--- src/sv/dcc_pkg.sv ---
// Package for the DCC packet line encoder.
// Holds the item types, command codes, packet constants and config types.
// Used by every module of the block; depends on nothing.
`default_nettype none

package dcc_pkg;

    localparam int PREAMBLE_BITS = 12;
    localparam int BODY_BITS     = 28;
    localparam int FRAME_BITS    = PREAMBLE_BITS + BODY_BITS;
    localparam int POS_W         = $clog2(FRAME_BITS);
    localparam int BODY_IDX_W    = $clog2(BODY_BITS);

    localparam logic [7:0] SPEED_CODE_A  = 8'h43;
    localparam logic [7:0] SPEED_CODE_B  = 8'h45;
    localparam logic [7:0] FORWARD_BIT   = 8'h20;
    localparam logic [7:0] STOP_DATA     = 8'h60;
    localparam logic [7:0] IDLE_ADDR     = 8'hFF;
    localparam logic [7:0] IDLE_DATA     = 8'h00;
    localparam logic [7:0] GROUP_ONE_RST = 8'h80;
    localparam logic [7:0] GROUP_TWO_RST = 8'hB0;

    localparam logic [7:0]  LOCO_ADDR_RST = 8'd3;
    localparam logic [15:0] ONE_HALF_RST  = 16'd58;
    localparam logic [15:0] ZERO_HALF_RST = 16'd100;

    localparam logic [3:0] GROUP_ONE_LAST = 4'd4;
    localparam logic [3:0] GROUP_TWO_LAST = 4'd8;
    localparam logic [3:0] GROUP_TWO_BASE = 4'd5;

    typedef enum logic [2:0] {
        CMD_TICK     = 3'd0,
        CMD_FORWARD  = 3'd1,
        CMD_BACKWARD = 3'd2,
        CMD_STOP     = 3'd3,
        CMD_IDLE     = 3'd4,
        CMD_FUNC     = 3'd5
    } dcc_cmd_t;

    typedef enum logic [2:0] {
        REG_LOCO_ADDRESS    = 3'd0,
        REG_SPEED_SELECT    = 3'd1,
        REG_TURNOUT_SWAP    = 3'd2,
        REG_ONE_HALF_TICKS  = 3'd3,
        REG_ZERO_HALF_TICKS = 3'd4
    } dcc_reg_t;

    typedef struct packed {
        logic [2:0] cmd;
        logic [7:0] repeat_count;
        logic [3:0] func_index;
        logic       func_on;
    } dcc_cmd_item_t;

    typedef struct packed {
        logic track_a;
        logic track_b;
        logic turnout_a;
        logic turnout_b;
        logic busy_res;
        logic cmd_rejected;
    } dcc_res_item_t;

    typedef struct packed {
        logic [7:0]  loco_address;
        logic        speed_select;
        logic        turnout_swap;
        logic [15:0] one_half_ticks;
        logic [15:0] zero_half_ticks;
    } dcc_cfg_t;

endpackage

`default_nettype wire

--- src/sv/dcc_packet_line_encoder.sv ---
// A command item is held in the input register, then its result in the result register.
// Throughput: one item per cycle; a stalled result blocks the input register,
// after which cmd_stall holds off the next item.
// Reset (rst_n, async low): no items held, config registers at defaults; the result item register is not reset.
// Depends on dcc_pkg, dcc_cfg_regs and dcc_core.
`default_nettype none

module dcc_packet_line_encoder
    import dcc_pkg::*;
(
    input  wire logic        clk,
    input  wire logic        rst_n,
    input  wire logic        cmd_valid,
    output logic             cmd_stall,
    input  wire dcc_cmd_item_t cmd_item,
    output logic             res_valid,
    input  wire logic        res_stall,
    output dcc_res_item_t    res_item,
    input  wire logic        cfg_valid,
    output logic             cfg_ready,
    input  wire logic [2:0]  cfg_index,
    input  wire logic [15:0] cfg_data
);

    dcc_cfg_t      cfg;
    dcc_cmd_item_t item_reg;
    logic          item_valid_reg, item_valid_next;
    logic          res_valid_reg, res_valid_next;
    dcc_res_item_t res_item_reg;
    dcc_res_item_t core_result;
    logic          advance;
    logic          take;

    assign cfg_ready = 1'b1;

    dcc_cfg_regs u_cfg
    (
        .clk       (clk),
        .rst_n     (rst_n),
        .cfg_write (cfg_valid & cfg_ready),
        .cfg_index (cfg_index),
        .cfg_data  (cfg_data),
        .cfg       (cfg)
    );

    assign advance   = item_valid_reg & (~res_valid_reg | ~res_stall);
    assign cmd_stall = item_valid_reg & ~advance;
    assign take      = cmd_valid & ~cmd_stall;

    dcc_core u_core
    (
        .clk    (clk),
        .rst_n  (rst_n),
        .step   (advance),
        .item   (item_reg),
        .cfg    (cfg),
        .result (core_result)
    );

    always_comb
    begin
        item_valid_next = take | (item_valid_reg & ~advance);
        res_valid_next  = advance | (res_valid_reg & res_stall);
    end

    always_ff @(posedge clk or negedge rst_n)
    begin
        if (!rst_n)
        begin
            item_valid_reg <= 1'b0;
            res_valid_reg  <= 1'b0;
        end
        else
        begin
            item_valid_reg <= item_valid_next;
            res_valid_reg  <= res_valid_next;
        end
    end

    always_ff @(posedge clk)
    begin
        if (take)
            item_reg <= cmd_item;
        if (advance)
            res_item_reg <= core_result;
    end

    assign res_valid = res_valid_reg;
    assign res_item  = res_item_reg;

endmodule

`default_nettype wire

--- src/sv/dcc_cfg_regs.sv ---
// Configuration register file of the DCC encoder.
// Depends on dcc_pkg for the register indexes and the config struct.
`default_nettype none

module dcc_cfg_regs
    import dcc_pkg::*;
(
    input  wire logic        clk,
    input  wire logic        rst_n,
    input  wire logic        cfg_write,
    input  wire logic [2:0]  cfg_index,
    input  wire logic [15:0] cfg_data,
    output dcc_cfg_t         cfg
);

    dcc_cfg_t cfg_reg;
    dcc_cfg_t cfg_next;

    always_comb
    begin
        cfg_next = cfg_reg;
        if (cfg_write)
        begin
            case (cfg_index)
                REG_LOCO_ADDRESS:    cfg_next.loco_address    = cfg_data[7:0];
                REG_SPEED_SELECT:    cfg_next.speed_select    = cfg_data[0];
                REG_TURNOUT_SWAP:    cfg_next.turnout_swap    = cfg_data[0];
                REG_ONE_HALF_TICKS:  cfg_next.one_half_ticks  = cfg_data;
                REG_ZERO_HALF_TICKS: cfg_next.zero_half_ticks = cfg_data;
                default:             cfg_next = cfg_reg;
            endcase
        end
    end

    always_ff @(posedge clk or negedge rst_n)
    begin
        if (!rst_n)
        begin
            cfg_reg.loco_address    <= LOCO_ADDR_RST;
            cfg_reg.speed_select    <= 1'b0;
            cfg_reg.turnout_swap    <= 1'b0;
            cfg_reg.one_half_ticks  <= ONE_HALF_RST;
            cfg_reg.zero_half_ticks <= ZERO_HALF_RST;
        end
        else
        begin
            cfg_reg <= cfg_next;
        end
    end

    assign cfg = cfg_reg;

endmodule

`default_nettype wire

--- src/sv/dcc_core.sv ---
// Packet state and one-item update of the DCC encoder.
// Holds function bits, frame, bit timing and repeat count; computes one result.
// Depends on dcc_pkg.
`default_nettype none

module dcc_core
    import dcc_pkg::*;
(
    input  wire logic    clk,
    input  wire logic    rst_n,
    input  wire logic    step,
    input  wire dcc_cmd_item_t item,
    input  wire dcc_cfg_t cfg,
    output dcc_res_item_t result
);

    logic [7:0]            group_one_reg, group_one_next;
    logic [7:0]            group_two_reg, group_two_next;
    logic [BODY_BITS-1:0]  frame_reg, frame_next;
    logic [POS_W-1:0]      pos_reg, pos_next;
    logic                  half_reg, half_next;
    logic [15:0]           tick_reg, tick_next;
    logic [7:0]            repeats_reg, repeats_next;
    logic                  level_reg, level_next;

    logic [7:0]  speed_code;
    logic [7:0]  pkt_addr;
    logic [7:0]  pkt_data;
    logic        load;
    logic        rejected;
    logic        cur_bit;
    logic [POS_W-1:0] body_pos;
    logic [BODY_IDX_W-1:0] body_idx;
    logic [15:0] half_len;
    logic [15:0] tick_inc;
    logic [7:0]  func_mask;
    logic        busy;
    logic        ta;
    logic        tb;

    assign speed_code = cfg.speed_select ? SPEED_CODE_B : SPEED_CODE_A;
    assign body_pos   = pos_reg - POS_W'(PREAMBLE_BITS);
    assign body_idx   = BODY_IDX_W'(POS_W'(BODY_BITS - 1) - body_pos);

    always_comb
    begin
        if (pos_reg < POS_W'(PREAMBLE_BITS))
            cur_bit = 1'b1;
        else
            cur_bit = frame_reg[body_idx];
    end

    always_comb
    begin
        half_len = cur_bit ? cfg.one_half_ticks : cfg.zero_half_ticks;
        if (half_len == 16'd0)
            half_len = 16'd1;
    end

    assign tick_inc = tick_reg + 16'd1;

    always_comb
    begin
        group_one_next = group_one_reg;
        group_two_next = group_two_reg;
        frame_next     = frame_reg;
        pos_next       = pos_reg;
        half_next      = half_reg;
        tick_next      = tick_reg;
        repeats_next   = repeats_reg;
        level_next     = level_reg;
        pkt_addr       = cfg.loco_address;
        pkt_data       = IDLE_DATA;
        load           = 1'b0;
        rejected       = 1'b0;
        func_mask      = 8'd0;

        case (item.cmd)
            CMD_TICK:
            begin
                if (repeats_reg != 8'd0)
                begin
                    if (tick_inc < half_len)
                    begin
                        tick_next = tick_inc;
                    end
                    else
                    begin
                        tick_next = 16'd0;
                        if (!half_reg)
                        begin
                            half_next  = 1'b1;
                            level_next = 1'b1;
                        end
                        else
                        begin
                            half_next  = 1'b0;
                            level_next = 1'b0;
                            if (pos_reg == POS_W'(FRAME_BITS - 1))
                            begin
                                pos_next     = '0;
                                repeats_next = repeats_reg - 8'd1;
                            end
                            else
                            begin
                                pos_next = pos_reg + POS_W'(1);
                            end
                        end
                    end
                end
            end
            CMD_FORWARD:
            begin
                load     = 1'b1;
                pkt_data = speed_code | FORWARD_BIT;
            end
            CMD_BACKWARD:
            begin
                load     = 1'b1;
                pkt_data = speed_code;
            end
            CMD_STOP:
            begin
                load     = 1'b1;
                pkt_data = STOP_DATA;
            end
            CMD_IDLE:
            begin
                load     = 1'b1;
                pkt_addr = IDLE_ADDR;
                pkt_data = IDLE_DATA;
            end
            CMD_FUNC:
            begin
                load = 1'b1;
                if (repeats_reg == 8'd0)
                begin
                    if (item.func_index <= GROUP_ONE_LAST)
                    begin
                        func_mask      = 8'd1 << item.func_index[2:0];
                        group_one_next = item.func_on ? (group_one_reg | func_mask)
                                                      : (group_one_reg & ~func_mask);
                        pkt_data       = group_one_next;
                    end
                    else
                    begin
                        if (item.func_index <= GROUP_TWO_LAST)
                        begin
                            func_mask      = 8'd1 << (item.func_index - GROUP_TWO_BASE);
                            group_two_next = item.func_on ? (group_two_reg | func_mask)
                                                          : (group_two_reg & ~func_mask);
                        end
                        pkt_data = group_two_next;
                    end
                end
            end
            default:
            begin
                load = 1'b0;
            end
        endcase

        if (load)
        begin
            if (repeats_reg != 8'd0)
            begin
                rejected       = 1'b1;
                group_one_next = group_one_reg;
                group_two_next = group_two_reg;
            end
            else
            begin
                frame_next   = {1'b0, pkt_addr, 1'b0, pkt_data, 1'b0,
                                pkt_addr ^ pkt_data, 1'b1};
                pos_next     = '0;
                half_next    = 1'b0;
                tick_next    = 16'd0;
                level_next   = 1'b0;
                repeats_next = item.repeat_count;
            end
        end
    end

    assign busy = repeats_next != 8'd0;
    assign ta   = busy & level_next;
    assign tb   = busy & ~level_next;

    always_comb
    begin
        result.track_a      = ta;
        result.track_b      = tb;
        result.turnout_a    = cfg.turnout_swap ? tb : ta;
        result.turnout_b    = cfg.turnout_swap ? ta : tb;
        result.busy_res     = busy;
        result.cmd_rejected = rejected;
    end

    always_ff @(posedge clk or negedge rst_n)
    begin
        if (!rst_n)
        begin
            group_one_reg <= GROUP_ONE_RST;
            group_two_reg <= GROUP_TWO_RST;
            pos_reg       <= '0;
            half_reg      <= 1'b0;
            tick_reg      <= 16'd0;
            repeats_reg   <= 8'd0;
            level_reg     <= 1'b0;
        end
        else if (step)
        begin
            group_one_reg <= group_one_next;
            group_two_reg <= group_two_next;
            pos_reg       <= pos_next;
            half_reg      <= half_next;
            tick_reg      <= tick_next;
            repeats_reg   <= repeats_next;
            level_reg     <= level_next;
        end
    end

    always_ff @(posedge clk)
    begin
        if (step)
            frame_reg <= frame_next;
    end

endmodule

`default_nettype wire

--- config.mk ---
export PLATFORM = sky130hd
export DESIGN_NAME = dcc_packet_line_encoder
export DESIGN_NICKNAME = d
export VERILOG_FILES = /design/src/sv/dcc_pkg.sv /design/src/sv/dcc_packet_line_encoder.sv /design/src/sv/dcc_cfg_regs.sv /design/src/sv/dcc_core.sv
export SDC_FILE = /design/constraint.sdc
export NUM_CORES = 1
export LEC_CHECK = 0
export BUFFER_PORTS_ARGS = -buffer_cell sky130_fd_sc_hd__buf_2
export CAP_MARGIN = 30
export CORE_MARGIN = 8
export CORE_UTILIZATION = 30
export DETAILED_ROUTE_END_ITERATION = 16
export REMOVE_ABC_BUFFERS = 1
export SLEW_MARGIN = 40
export SYNTH_ARGS = -nofsm -noshare
export SYNTH_HDL_FRONTEND = slang
export SYNTH_HIERARCHICAL = 1
export SYNTH_SLANG_ARGS = --single-unit
--- constraint.sdc ---
create_clock -name clk -period 13.25 [get_ports clk]
set_clock_uncertainty 0.05 [all_clocks]
set_input_delay 0 -clock clk [delete_from_list [all_inputs] [get_ports clk]]
set_output_delay 0 -clock clk [all_outputs]
set_load 0.01 [all_outputs]
# Yosys cells after proc, flatten, opt, wreduce, memory -nomap -nowiden
# Cells that the tools add are included.
# Widths: inputs -> output; s select.
# word_totals
out_inout_bits,9
ff_bits,138
word_cells,142
in_bits,40
# op_classes
n_addsub,6
eq_ne,11
n_reduce_logical,14
bitwise,22
n_mux,57
order_cmp,5
shift,2
# op_table
operator,n
$mux 8,23
$mux 16,7
$mux 6,7
$pmux 8 s4,1
$mux 1,17
$add 16x1->16 const B,1
$and 8x8->8,2
$logic_not 16->1,1
$lt 16x16->1,1
$not 8->8,2
$or 8x8->8,2
$reduce_bool 8->1,2
$eq 3x2->1 const B,4
$reduce_and 2->1,6
$eq 3x3->1 const B,3
$logic_not 8->1,1
$shl 1x3->8 const A,1
$shl 1x4->8 const A,1
$sub 8x1->8 const B,1
$xor 8x8->8,1
$add 6x1->6 const B,1
$and 1x1->1,6
$eq 3x1->1 const B,2
$eq 6x6->1 const B,1
15 further kinds,23

# Logic depth before layout (Yosys ltp)
# logic_depth
word_depth,17
depth_mapped,20
ltp_nobuf,16

# Modules after synthesis
# Netlist, hierarchy kept.
# by_module_without_submodules
mod,cells_each,seq_area_each_um2,area_each_um2,instances
dcc_core,515,1926.8,4879.7,1
dcc_cfg_regs,92,1062.3,1630.3,1
dcc_packet_line_encoder,32,710.7,764.5,1

# Worst setup path after synthesis
# No wires, ideal clock.
# synth_timing
kind,register -> register
from,register u_core.pos_reg[1]
to,register res_item_reg (netlist bit res_item[4]) (data pin)
synth_period_minus_slack_ps,4688
n_path_buf,5
stages_incl_launch_ff,21
required_time_ps,12949
setup_time_ps,251
slack_ps,8562
t_arrival_ps,4387
path_cell_list,dfrtp_1 > buf_2 > mux2i_1 > o211ai_1 > o211ai_1 > a32oi_1 > buf_6 > buf_1 > mux2i_1 > ha_1 > nand4_1 > nor4_1 > o211ai_1 > o211a_1 > mux2_4 > buf_6 > o41ai_2 > a31oi_1 > nor4_4 > a21oi_1 > buf_4
# synth_between
elab_chain_cells,16
word_cells_on_any_way,26
classes_between,add/sub (2); order compare (2); eq/ne (1); mux (17); bitwise (2); reduce/logical (2)
# synth_lines
element,line,text
from (decl),dcc_core.sv:20,"logic [POS_W-1:0] pos_reg, pos_next;"
from (signal assigned),dcc_core.sv:214,pos_reg <= pos_next;
$sub 5x4->5,dcc_core.sv:42,assign body_pos = pos_reg - POS_W'(PREAMBLE_BITS);
$sub 5x5->5,dcc_core.sv:43,assign body_idx = BODY_IDX_W'(POS_W'(BODY_BITS - 1) - body_pos);
$bmux 1 s5,dcc_core.sv:50,cur_bit = frame_reg[body_idx];
$mux 1 (implied by the code),dcc_core.sv:50,
$mux 1,dcc_core.sv:47,if (pos_reg < POS_W'(PREAMBLE_BITS))
$mux 16,dcc_core.sv:55,half_len = cur_bit ? cfg.one_half_ticks : cfg.zero_half_ticks;
$logic_not 16->1,dcc_core.sv:56,if (half_len == 16'd0)
$mux 16,dcc_core.sv:56,
$lt 16x16->1,dcc_core.sv:83,if (tick_inc < half_len)
$mux 8 / $mux 1 (equally long branches),dcc_core.sv:83,
$mux 8 / $mux 1 (equally long branches),dcc_core.sv:81,if (repeats_reg != 8'd0)
$mux 8 / $mux 1 (equally long branches),dcc_core.sv:78,case (item.cmd)
$mux 8 / $mux 1 (equally long branches),dcc_core.sv:165,if (repeats_reg != 8'd0)
$mux 8 / $mux 1 (equally long branches),dcc_core.sv:163,if (load)
$reduce_bool 8->1 / $not 1->1 (equally long branches),"dcc_core.sv:184, dcc_core.sv:186",
$and 1x1->1 (*),dcc_core.sv:186,assign tb = busy & ~level_next;
named net u_core.tb,dcc_core.sv:39,logic tb;
to (signal assigned),dcc_packet_line_encoder.sv:85,res_item_reg <= core_result;
to (decl),dcc_packet_line_encoder.sv:29,dcc_res_item_t res_item_reg;
# Mark *: on every way through the listed nets, which the timed path passes. The rest lies on a longest branch. The select of a mux whose other input is x is not followed.
# A chain may end at the register's enable or synchronous reset.

==> metrics.csv <==
metric,value,unit
post-synthesis sequential area ratio,0.509,
Multi-input gate area,0.00339,mm2
initial drt markers,268,
Pre-Repair DR Iteration Count,5,
"CTS clk-pin slew, worst paths",0.06,ns
Port Buffer Count,47,
I/O Pins,49,
Logic pwr share,0.137,
Least-Margin Pin Slew,0.788,ns
CP arrival,5.12,ns
Max-Cap Viols,0,
share of layout cells above drive strength 1,0.247,
Startpoint Class,flop,
area grow syn2layout,20.5,%
register area,0.00370,mm2
clock latency on the worst-skew pair,0.42,ns
#FFs+latches synth,138,
internal power,813,uW
Final nets,778,
setup TNS,0,ns
Diodes inserted,0,
total wire length,16600,um
final hold slack,0.0296,ns
CTS tree,built,
FF-to-FF setup slack,8.22,ns
GPL Wtd Cong,0.845,
Max VDD drop,0.0921,mV
core area,0.0240,mm2
Synth cell types,73,
synthesized area,0.00727,mm2
post-DP HPWL,12000,um
Setup CP Type,flop to flop,
first-pass GRT wire length,27200,um
WP data required,13.33,ns
initial antenna violation count,0,
full die area,0.0295,mm2
Final Max Slew Viols,0,
Final min period,5.03,ns
Sw Share,0.272,
Power Density,127,mW/mm2
Overall Global Routing Usage,0.118,
pre-CTS setup slack,8.21,ns
largest net degree at the start of global routing,65,
Net Sw Power,303,uW
"Primary FF master, synth",dfrtp_1,
Worst setup EP type,flop,
Die Wd,172,um
Post-synth EDFFs,46,
DIE HEIGHT,172,um
Static Leak,0.00368,uW
synthesized instance count,639,
Avg WL per Cell,15.8,um
fin crit share,0.380,
reg-to-reg startpoint,u_core/pos_reg[0]$_DFFE_PN0P_,
Final Hold Vio Count,0,
FP Rows,57,
Max Clk Rate,199,MHz
total clock sinks,138,
outcome,"complete, no violations",
root buffer cell,clkbuf_16,
Post-CTS Resized,0,
HP Class,input pin to asynchronous set/reset pin,
Flop pwr share,0.474,
vias per cell,4.84,
DRC,0,
RSZ-0062 raised after global routing,no,
crit path max fanout,17,
Num CTS Buffers,17,
max FFs per register,42,
H-tree depth,4,
relative slew slack,0.459,
synthesized area per cell,11.4,um2
vias,5105,
# setup viols final,0,
vias in the first global route,5078,
setup slack after layout,8.22,ns
total global routing overflow,0,
Initial Util,0.303,
final-layout fill cell count,2355,
crit path launch,u_core/pos_reg[0]$_DFFE_PN0P_,
Routed Antenna Nets,0,
"Async S/R FF share, synth",0.667,
Yosys warnings,6,
Clock Power Share,0.389,
Clock Tree Buf Depth,2,
power by group through the flow:
stage          clock network, uW  logic [uW]  registers, uW
4_1_cts                      445         155            530
6_report                     434         153            529
3_5_place_dp                   0         145            538
2_1_floorplan                  0        99.1            526
5_1_grt                      464         170            536
3_3_place_gp                   0         141            538
routing by layer:
layer  up-vias  global-route usage  share of wire
met5         -                   0              0
li1       2525                   -              -
met2        81               0.182           0.46
met3         8              0.0275          0.032
met1      2491               0.162           0.50
met4         0              0.0329         0.0082
worst paths after layout:
| path | to | depth (start not counted) |
|---|---|---|
| max in group asynchronous | u_core/repeats_reg[4]$_DFFE_PN0P_ | 3 |
| setup reg to reg | res_item[5]$_DFFE_PP_ | 15 |
| min in group clk | u_cfg/cfg[33]$_DFFE_PN0P_ | 3 |
| hold reg to reg | u_core/group_one_reg[7]$_DFFE_PN1P_ | 0 |
| setup / recovery | res_item[5]$_DFFE_PP_ | 15 |
| hold / removal | u_cfg/cfg[33]$_DFFE_PN0P_ | 3 |
layout make-up:
| class | count | share of cell area |
|---|---|---|
| Sequential cell | 138 | 0.422 |
| Multi-Input combinational cell | 456 | 0.386 |
| Timing Repair Buffer | 92 | 0.0785 |
| Clock buffer | 18 | 0.0489 |
| Tap cell | 324 | 0.0462 |
| Clock inverter | 14 | 0.0130 |
| Inverter | 12 | 0.00514 |
what timing repair did:
item,in CTS,in global routing
endpoints found under the setup margin,0,0
endpoints found under the hold margin,91,0
hold buffers,38,0
setup buffers,0,0
Yosys cell counts (9+ instances only):
| cell | instances | area [um2] |
|---|---|---|
| o21ai_0 | 34 | 170 |
| edfxtp_1 | 46 | 1380 |
| mux2_2 | 57 | 642 |
| nor3_1 | 10 | 50.1 |
| xor2_1 | 14 | 123 |
| nand3_1 | 24 | 120 |
| nand4_1 | 15 | 93.8 |
| dfstp_2 | 13 | 342 |
| nor2_1 | 42 | 158 |
| inv_1 | 12 | 45.0 |
| dfrtp_1 | 79 | 1980 |
| clkbuf_1 | 18 | 67.6 |
| mux2i_1 | 32 | 320 |
| and3_1 | 9 | 56.3 |
| nand2_1 | 68 | 255 |
| xnor2_1 | 9 | 78.8 |
| a21oi_1 | 10 | 50.1 |
| ha_1 | 21 | 263 |
logic make-up after synthesis:
kind of cell	count (synthesis)	share of synthesized area
flops	138	0.509
compound gates	99	0.0920
buf+inv	45	0.0322
fa+ha+maj	21	0.0361
simple gates	219	0.158
mux	93	0.145
other cells	1	0.000516
xor+xnor	23	0.0277
placed cells by master (no fill, tap or decap), types with 4 or more instances in the layout:
cell,count
inv_1,12
inv_6,5
clkinv_4,4
o21ai_0,34
buf_4,6
or4_1,4
buf_2,46
dfrtp_1,79
xnor2_1,9
dfstp_2,13
nor3_1,10
o211ai_1,5
xor2_1,14
or2_2,7
nand2_1,68
nand3_1,24
nor2_1,41
clkbuf_16,17
nand4_1,15
dlygate4sd3_1,37
a211oi_1,7
a22o_1,4
nor4_1,7
edfxtp_1,46
a21oi_1,10
ha_1,21
nand2b_1,8
and3_1,9
mux2_2,57
mux2i_1,32
worst max-delay path, cell delays in order (launching register included):
cell	delay [ns]
dfrtp_1	0.63
mux4_2	0.55
o211ai_1	0.20
a32oi_2	0.13
buf_4	0.24
mux2i_1	0.15
ha_1	0.30
nand4_1	0.13
nor4_1	0.40
o211ai_1	0.15
o211a_1	0.15
mux2i_1	0.63
mux2i_1	0.27
nand3_1	0.10
a2111oi_2	0.52
a21boi_1	0.14
metrics by stage:
stage | cells | power [uW] | area (um2) | utilization
after floorplan | 606 | 625 | 7090 | -
after global placement | 982 | 678 | 7800 | 0.325
after detailed placement | 984 | 683 | 7830 | 0.326
after CTS | 1054 | 1130 | 8770 | 0.365
after global routing | 1054 | 1170 | 8770 | 0.365
final | 1054 | 1120 | 8770 | 0.365
(Power assumes the default switching activity.)
